## src/design/b64e_pkg.sv

```systemverilog
// Shared types, constants and alphabet lookup for the base64 stream encoder.
`timescale 1ns / 1ps
package b64e_pkg;

   localparam logic [7:0] PAD_CHAR = 8'h3D;   // '='

   localparam logic [7:0] UPPER_BASE = 8'h41;  // 'A'
   localparam logic [7:0] LOWER_BASE = 8'h61;  // 'a'
   localparam logic [7:0] DIGIT_BASE = 8'h30;  // '0'
   localparam logic [7:0] PLUS_CHAR  = 8'h2B;  // '+'
   localparam logic [7:0] SLASH_CHAR = 8'h2F;  // '/'

   typedef struct packed {
      logic [7:0] data_byte;
      logic       final_byte;
   } req_type;

   typedef struct packed {
      logic [7:0] char_code;
      logic       final_char;
   } rsp_type;

   // One accepted byte turned into up to four characters.
   typedef struct packed {
      logic [3:0][7:0] chars;
      logic [1:0]      last_idx;
      logic            msg_end;
   } job_type;

   function automatic logic [7:0] sextet_char(input logic [5:0] v);
      logic [7:0] code;
      if (v < 6'd26) begin
         code = UPPER_BASE + {2'b00, v};
      end else if (v < 6'd52) begin
         code = LOWER_BASE + {2'b00, v} - 8'd26;
      end else if (v < 6'd62) begin
         code = DIGIT_BASE + {2'b00, v} - 8'd52;
      end else if (v == 6'd62) begin
         code = PLUS_CHAR;
      end else begin
         code = SLASH_CHAR;
      end
      return code;
   endfunction

endpackage

```

## src/design/b64e_front.sv

```systemverilog
// Front end: tracks the 3-byte group phase and turns each byte into a character job.
`timescale 1ns / 1ps
module b64e_front (
   input  logic              clock,
   input  logic              reset,
   input  b64e_pkg::req_type req_data,
   input  logic              take,
   output b64e_pkg::job_type job
);

   typedef enum logic [1:0] {
      PHASE_0,
      PHASE_1,
      PHASE_2
   } phase_type;

   phase_type  phase_ff, phase_in;
   logic [3:0] left_ff, left_in;
   logic [7:0] b;
   logic       last;

   assign b    = req_data.data_byte;
   assign last = req_data.final_byte;

   always_comb begin
      job.chars    = {4{b64e_pkg::PAD_CHAR}};
      job.last_idx = 2'd0;
      job.msg_end  = last;
      phase_in     = PHASE_0;
      left_in      = 4'd0;
      unique case (phase_ff)
         PHASE_1: begin
            job.chars[0] = b64e_pkg::sextet_char({left_ff[1:0], b[7:4]});
            if (last) begin
               job.chars[1] = b64e_pkg::sextet_char({b[3:0], 2'b00});
               job.last_idx = 2'd2;
            end else begin
               phase_in = PHASE_2;
               left_in  = b[3:0];
            end
         end
         PHASE_2: begin
            job.chars[0] = b64e_pkg::sextet_char({left_ff, b[7:6]});
            job.chars[1] = b64e_pkg::sextet_char(b[5:0]);
            job.last_idx = 2'd1;
         end
         default: begin
            // unreachable phase 3 behaves as phase 0
            job.chars[0] = b64e_pkg::sextet_char(b[7:2]);
            if (last) begin
               job.chars[1] = b64e_pkg::sextet_char({b[1:0], 4'b0000});
               job.last_idx = 2'd3;
            end else begin
               phase_in = PHASE_1;
               left_in  = {2'b00, b[1:0]};
            end
         end
      endcase
   end

   always_ff @(posedge clock) begin
      if (reset) begin
         phase_ff <= PHASE_0;
         left_ff  <= 4'd0;
      end else if (take) begin
         phase_ff <= phase_in;
         left_ff  <= left_in;
      end
   end

endmodule

```

## src/design/b64e_fifo.sv

```systemverilog
// Two-entry job queue between the front end and the character sequencer.
`timescale 1ns / 1ps
module b64e_fifo (
   input  logic              clock,
   input  logic              reset,
   input  logic              push,
   input  b64e_pkg::job_type push_job,
   input  logic              pop,
   output b64e_pkg::job_type head_job,
   output logic              full,
   output logic              empty
);

   b64e_pkg::job_type mem_ff [2];
   logic       wr_ptr_ff, rd_ptr_ff;
   logic [1:0] count_ff;

   assign full     = (count_ff == 2'd2);
   assign empty    = (count_ff == 2'd0);
   assign head_job = mem_ff[rd_ptr_ff];

   always_ff @(posedge clock) begin
      if (push) begin
         mem_ff[wr_ptr_ff] <= push_job;
      end
   end

   always_ff @(posedge clock) begin
      if (reset) begin
         wr_ptr_ff <= 1'b0;
         rd_ptr_ff <= 1'b0;
         count_ff  <= 2'd0;
      end else begin
         if (push) wr_ptr_ff <= ~wr_ptr_ff;
         if (pop)  rd_ptr_ff <= ~rd_ptr_ff;
         case ({push, pop})
            2'b10:   count_ff <= count_ff + 2'd1;
            2'b01:   count_ff <= count_ff - 2'd1;
            default: count_ff <= count_ff;
         endcase
      end
   end

endmodule

```

## src/design/b64e_back.sv

```systemverilog
// Back end: walks each queued job, one character word per cycle unless stalled.
`timescale 1ns / 1ps
module b64e_back (
   input  logic              clock,
   input  logic              reset,
   input  b64e_pkg::job_type head_job,
   input  logic              empty,
   output logic              pop,
   output logic              rsp_valid,
   input  logic              rsp_stall,
   output b64e_pkg::rsp_type rsp_data
);

   logic [1:0]        idx_ff, idx_in;
   logic              valid_ff;
   b64e_pkg::rsp_type data_ff;
   logic              load, at_end;

   // a job is queued and the output slot is free or is being emptied this cycle
   assign load   = !empty && (!valid_ff || !rsp_stall);
   assign at_end = (idx_ff == head_job.last_idx);
   assign pop    = load && at_end;
   assign idx_in = at_end ? 2'd0 : idx_ff + 2'd1;

   assign rsp_valid = valid_ff;
   assign rsp_data  = data_ff;

   always_ff @(posedge clock) begin
      if (load) begin
         data_ff.char_code  <= head_job.chars[idx_ff];
         data_ff.final_char <= head_job.msg_end && at_end;
      end
   end

   always_ff @(posedge clock) begin
      if (reset) begin
         idx_ff   <= 2'd0;
         valid_ff <= 1'b0;
      end else begin
         if (load) begin
            idx_ff   <= idx_in;
            valid_ff <= 1'b1;
         end else if (!rsp_stall) begin
            valid_ff <= 1'b0;
         end
      end
   end

endmodule

```

## src/design/base64_stream_encoder_core.sv

```systemverilog
// Base64 encoder core: byte stream in, ASCII character stream out.
// The first character of a byte is registered in the job queue and then in the output word.
// The output sequencer sends one character per cycle while the output is not stalled; a byte
// gives one character (phase 0 or 1), two (phase 2) or three to four (last byte with padding).
// A two-entry job queue lets new bytes be taken while characters drain.
// Reset (synchronous) clears the group phase, leftover bits, queue and output valid flag.
`timescale 1ns / 1ps
module base64_stream_encoder_core (
   input  logic              clock,
   input  logic              reset,
   input  logic              req_valid,
   output logic              req_stall,
   input  b64e_pkg::req_type req_data,
   output logic              rsp_valid,
   input  logic              rsp_stall,
   output b64e_pkg::rsp_type rsp_data
);

   b64e_pkg::job_type new_job, head_job;
   logic full, empty, take, pop;

   assign req_stall = full;
   assign take      = req_valid && !full;

   b64e_front u_front (
      .clock    (clock),
      .reset    (reset),
      .req_data (req_data),
      .take     (take),
      .job      (new_job)
   );

   b64e_fifo u_fifo (
      .clock    (clock),
      .reset    (reset),
      .push     (take),
      .push_job (new_job),
      .pop      (pop),
      .head_job (head_job),
      .full     (full),
      .empty    (empty)
   );

   b64e_back u_back (
      .clock     (clock),
      .reset     (reset),
      .head_job  (head_job),
      .empty     (empty),
      .pop       (pop),
      .rsp_valid (rsp_valid),
      .rsp_stall (rsp_stall),
      .rsp_data  (rsp_data)
   );

endmodule

```

## config.mk

```make
export PLATFORM = sky130hd
export DESIGN_NAME = base64_stream_encoder_core
export DESIGN_NICKNAME = d
export VERILOG_FILES = /design/src/design/b64e_pkg.sv /design/src/design/b64e_front.sv /design/src/design/b64e_fifo.sv /design/src/design/b64e_back.sv /design/src/design/base64_stream_encoder_core.sv
export SDC_FILE = /design/constraint.sdc
export NUM_CORES = 1
export LEC_CHECK = 0
export BUFFER_PORTS_ARGS = -buffer_cell sky130_fd_sc_hd__buf_2
export CORE_ASPECT_RATIO = 1.75
export CORE_MARGIN = 4
export CORE_UTILIZATION = 49
export CTS_CLUSTER_DIAMETER = 60
export DETAILED_ROUTE_END_ITERATION = 10
export PLACE_DENSITY = 0.69
export SLEW_MARGIN = 20
export SYNTH_ARGS = -nofsm -noshare
export SYNTH_HDL_FRONTEND = slang
export SYNTH_SLANG_ARGS = --single-unit
```

## constraint.sdc

```tcl
create_clock -name clock -period 2.42 [get_ports clock]
set_input_delay 0.363 -clock clock [delete_from_list [all_inputs] [get_ports clock]]
set_output_delay 0.363 -clock clock [all_outputs]
set_load 0.01 [all_outputs]
```

; ---- After elaboration in Yosys (flattened, before gate mapping)
; Memories as Yosys holds them, arrays and structs flattened. A register that Yosys moved wholly into a read port is not among the register bits.
; Cells that the tools add are included.
[word_totals]
reg_bits = 22
mem_bits_rw = 38
inputBits = 13
output_inout_bits = 11
word_cells = 129
n_memories = 1
[mem_list]
columns = name, depth, width, read_ports, rd_clocked_by_memory_dff, wr, line
row1 = u_fifo.mem_ff, 2, 19, 1, 1, 1, b64e_fifo.sv:14  ; b64e_pkg::job_type mem_ff [2];
[op_classes]
n_addsub = 33
magnitude_cmp = 19
eq_ne = 11
muxes = 43
n_bitwise = 2
reduce_logical = 11
[ops]
columns = op, count
row1 = 8-bit two-way mux, 21
row2 = "7-bit by 6-bit adder with 8-bit output, first input constant", 12
row3 = "6-bit < comparator, second input constant", 12
row4 = "8-bit by 5-bit subtractor with 8-bit output, second input constant", 6
row5 = "8-bit by 6-bit subtractor with 8-bit output, second input constant", 6
row6 = "6-bit by 6-bit adder with 7-bit output, first input constant", 6
row7 = "6-bit by 5-bit < comparator with 1-bit output, second input constant", 6
row8 = 18-bit one-hot mux with 2 select lines, 1
row9 = "6-bit equality test, second input constant", 4
row10 = 8-bit binary-select mux with 2-bit select, 1
row11 = 3-bit two-way mux, 4
row12 = 2-bit two-way mux, 5
row13 = 2-bit one-hot mux with 2 select lines, 2
row14 = 4-bit one-hot mux with 2 select lines, 1
row15 = 1-bit two-way mux, 7
row16 = "2-bit equality test, second input constant", 3
row17 = "2-bit by 1-bit adder with 2-bit output, second input constant", 2
row18 = "2-bit by 1-bit equality test with 1-bit output, second input constant", 2
row19 = 1-bit logical AND, 4
row20 = 1-bit zero test, 4
row21 = 4-bit two-way mux, 1
row22 = "2-bit by 3-bit < comparator with 1-bit output, second input constant", 1
row23 = 2-bit equality test, 1
row24 = 2-bit zero test, 1
row25 = other kinds (5), 6

; ---- Longest topological paths before layout
[logic_depth]
word_depth = 7
ltp_mapped = 10
mapped_depth_nobuf = 7

; ---- Modules after synthesis
; From an unflattened synthesis, not the netlist that was laid out.
[unflattened]
hier_cells = 532
area_unflattened_um2 = 5739.3
[modules_own_cells]
columns = module, n_inst, cells_per_inst, area_per_inst_um2
row1 = b64e_fifo, 1, 131, 2721.4
row2 = b64e_front, 1, 359, 2361.0
row3 = b64e_back, 1, 41, 643.1
row4 = base64_stream_encoder_core, 1, 1, 13.8

; ---- Worst setup path before layout
; Ideal clock, no wire load.
[synth_path]
path_kind = input-to-reg
from = input port req_data[7] in the netlist's numbering
to = memory u_fifo.mem_ff[0][4] in the netlist's numbering (data pin)
arrival_time_ns = 2.091
required_ns = 2.144
slack_ns = 0.053
path_stages = 10
path_buffers = 3
path_cell_list = buf_2 > buf_2 > inv_1 > ha_1 > and3_1 > or2_1 > buf_6 > mux2_4 > a21oi_1 > a22oi_1
[synth_lines]
columns = element, line
row1 = start: declaration, base64_stream_encoder_core.sv:13  ; input b64e_pkg::req_type req_data,
row2 = end: declaration, b64e_fifo.sv:14

==> results_dict.tcl <==
set metrics [dict create \
    synth_edf_count 47 \
    num_vias 3981 \
    path_max_fanout 6 \
    detail_route.wl_per_cell_um 20.3 \
    port_buffers 23 \
    worst_clock_skew_ns 0.00549 \
    critPathLaunchType "flop" \
    final_layout_size_suffix_gt1_share_pct 20.6 \
    run_status "complete, no violations" \
    synth.lib_cells_used.distinct 63 \
    cts-root-to-sink-buffers 2 \
    timing.critical_path.arrival_ns 2.38 \
    yosysWarnings 0 \
    setup_viol 0 \
    sequential_share_of_the_synthesized_area_pct 37.8 \
    tritoncts "done" \
    ant_nets 0 \
    swShare_pct 30.4 \
    effective_utilization_at_floorplan_pct 51.0 \
    clock.fmax_mhz 430 \
    switchingPower_mw 1.32 \
    p_clk_share_pct 32.2 \
    routabilityCongestion 1.02 \
    placed_area_um2 4940 \
    worstMarginPinSlew_ns 0.776 \
    asyncSetResetFlopFracSynth_pct 0 \
    via_count_of_the_first_global_routing_pass 3931 \
    placeableCoreArea_um2 8780 \
    globalRouteMet2Util_pct 45.9 \
    power_density_nw_per_um2 824 \
    die_y_extent_um 134 \
    busiest_layer "met2" \
    floorplan.die.width_um 80.3 \
    master_cell_of_the_clock_root_buffer "clkbuf_16" \
    final_max_slew_viol_count 0 \
    post_synthesis_net_count 512 \
    tritoncts_num_sinks 61 \
    global_route_wire_length_before_repair_um 20700 \
    global_route.usage.met3_pct 2.96 \
    share_comb_of_total_power_pct 31.1 \
    die_area_um2 10800 \
    filler_cell_count 761 \
    grtUsageTotal_pct 25.2 \
    area.growth.synth_to_final_pct 18.1 \
    timing.hold.worst.class "in -> reg" \
    detail_route.first_pass.iterations 5 \
    clk_transition_reported_paths_ns 0.05 \
    mappedNetlistArea_um2 4480 \
    global_route.usage.met1_pct 27.5 \
    timing.final.crit_share_pct 96.0 \
    synth_seq_cells 61 \
    critical_path_class "reg -> reg" \
    finalHoldViolCount 0 \
    slew_headroom_pct 47.8 \
    power_frac_seq_pct 36.7 \
    cp-end-kind "flop" \
    antenna-diode-count 0 \
    post_synth_inst_count 474 \
    num_io_pins 24 \
    maximum_number_of_pins_on_one_net_before_global_route_repair 20 \
    antenna_violations_before_repair 0 \
    cts_hold_repair.buffers 0 \
    rows 45 \
    cts_setup_buffers 0 \
    tns_ns 0 \
    cp_data_required_time_ns 2.48 \
    cellLeakagePower_nw 2.04 \
    post-route-util_pct 60.2 \
    stdcell_area_um2 5290 \
    tritoncts.num_buffers 9 \
    area.sequential_um2 1690 \
    final_net_count 563 \
    post_cts_sizing_count 0 \
    route.final.wire_length_um 13100 \
    detail_route.vias_per_cell 6.15 \
    worstSkewPairLatency_ns 0.33 \
    starting_drc_count_in_detailed_routing 403 \
    ir_worst_vdd_uv 522 \
    gr-total-overflow 0 \
    multi_input_area_um2 2520 \
    setup_repair_after_global_routing_missed_its_margin "false" \
    drt_drc_violations_left 0 \
    maxCapViolations 0 \
    syn_area_per_cell_um2 9.44 \
    cts-htree-levels 3 \
    fin_crit_ns 2.32 \
    yosys_most_used_dff "edfxtp_1" \
    cell_internal_pwr_mw 3.03 \
    detailedPlacementHpwl_um 10100 \
]
power by group through the flow:
stage | registers, mW | logic (mW) | clock network [mW]
finish | 1.60 | 1.36 | 1.40
detailed placement | 1.62 | 1.36 | 0
floorplan | 1.63 | 0.909 | 0
global route | 1.63 | 1.49 | 1.45
global placement | 1.61 | 1.32 | 0
CTS | 1.60 | 1.36 | 1.41
routing by layer:
layer  wire [µm]  vias to the layer above
met1        4770                     1907
met5           0                        -
met4         631                        0
li1            -                     1875
met3         590                       44
met2        7150                      155
state kept, by name, summed over array words and instances (netlist names), named ones only:
name	flops
u_fifo.mem_ff	38
u_back.rsp_data	9
u_front.left_ff	4
u_back.idx_ff	2
u_fifo.count_ff	2
u_front.phase_ff	2
u_back.rsp_valid	1
u_fifo.rd_ptr_ff	1
u_fifo.wr_ptr_ff	1
through the flow:
| step | hold WS (ns) | cells | power (mW) | setup slack [ns] |
|---|---|---|---|---|
| 4_1_cts | 0.301 | 647 | 4.37 | 0.117 |
| 5_1_grt | 0.334 | 647 | 4.57 | 0.00707 |
| 3_3_place_gp | 0.455 | 631 | 2.93 | 0.0658 |
| 2_1_floorplan | 0.432 | 474 | 2.54 | 0.0531 |
| 3_5_place_dp | 0.469 | 631 | 2.98 | 0.0762 |
| 6_report | 0.301 | 647 | 4.35 | 0.0967 |
final cells by class:
| cell class | instances | share of cell area (%) |
|---|---|---|
| inverter | 27 | 1.92 |
| clock buffer | 13 | 5.54 |
| clock inverter | 3 | 0.852 |
| tap | 117 | 2.77 |
| multi-input combinational | 353 | 47.6 |
| timing repair buffer | 73 | 9.28 |
| sequential | 61 | 32.0 |
worst paths after layout:
| path | startpoint | end | slack (ns) | cells past startpoint |
|---|---|---|---|---|
| worst max-delay path | u_front.left_ff[1] | u_fifo.mem_ff[1][6] | 0.1 | 8 |
| worst min-delay path | rsp_stall | u_back.rsp_valid | 0.30 | 3 |
| worst max register to register | u_front.left_ff[1] | u_fifo.mem_ff[1][6] | 0.1 | 8 |
| worst min register to register | u_back.rsp_valid | u_back.rsp_valid | 0.47 | 2 |
Yosys cell counts (all sizes together), types with 4 or more instances:
master   n  area share, %
edfxtp  47             32
dfxtp   14            6.3
o21ai   28            3.1
nor3    12            1.3
a31oi    8            1.1
nand2   27            2.3
a211oi   6            1.0
mux4     8            4.0
xnor2   22            4.3
o31ai    4           0.67
a221oi   5           0.98
nor2    30            2.5
xor2     4           0.78
a21o     7            1.2
o21bai   4           0.67
a21oi   42            4.8
clkbuf  11           0.92
ha      25            7.0
a22oi    6            1.0
o221ai   4           0.78
nand3   17            1.9
or2      6           0.84
buf     22            2.9
o311ai   4            1.1
nand2b  10            1.4
mux2i   10            2.2
nor2b   13            1.8
inv     27            2.3
cell usage in the layout, fill, tap and decap left out, types with 22 or more instances in the layout:
cell type  count
buf_4         50
edfxtp_1      47
a21oi_1       41
nor2_1        30
nand2_1       27
inv_1         27
o21ai_0       26
ha_1          25
buf_2         23
xnor2_1       22
cell families (layout without fill, tap and decap cells):
| kind of cell | Yosys count | after routing | share of synthesized area [%] |
|---|---|---|---|
| mux | 19 | 19 | 6.60 |
| flops | 61 | 61 | 37.8 |
| simple gates | 131 | 131 | 14.6 |
| xor+xnor | 26 | 26 | 5.09 |
| fa+ha+maj | 25 | 25 | 6.99 |
| compound gates | 152 | 152 | 22.9 |
| buf+inv | 60 | 116 | 6.04 |
critical path, stage by stage, from the launching register on:
cell and delay (ns):
dfxtp_1 0.45, inv_1 0.10, buf_4 0.16, ha_1 0.19, nand2b_1 0.16, buf_4 0.16
a211oi_1 0.28, a211oi_1 0.13, or3_1 0.42
Note: power is estimated with default switching activity, not from simulation.
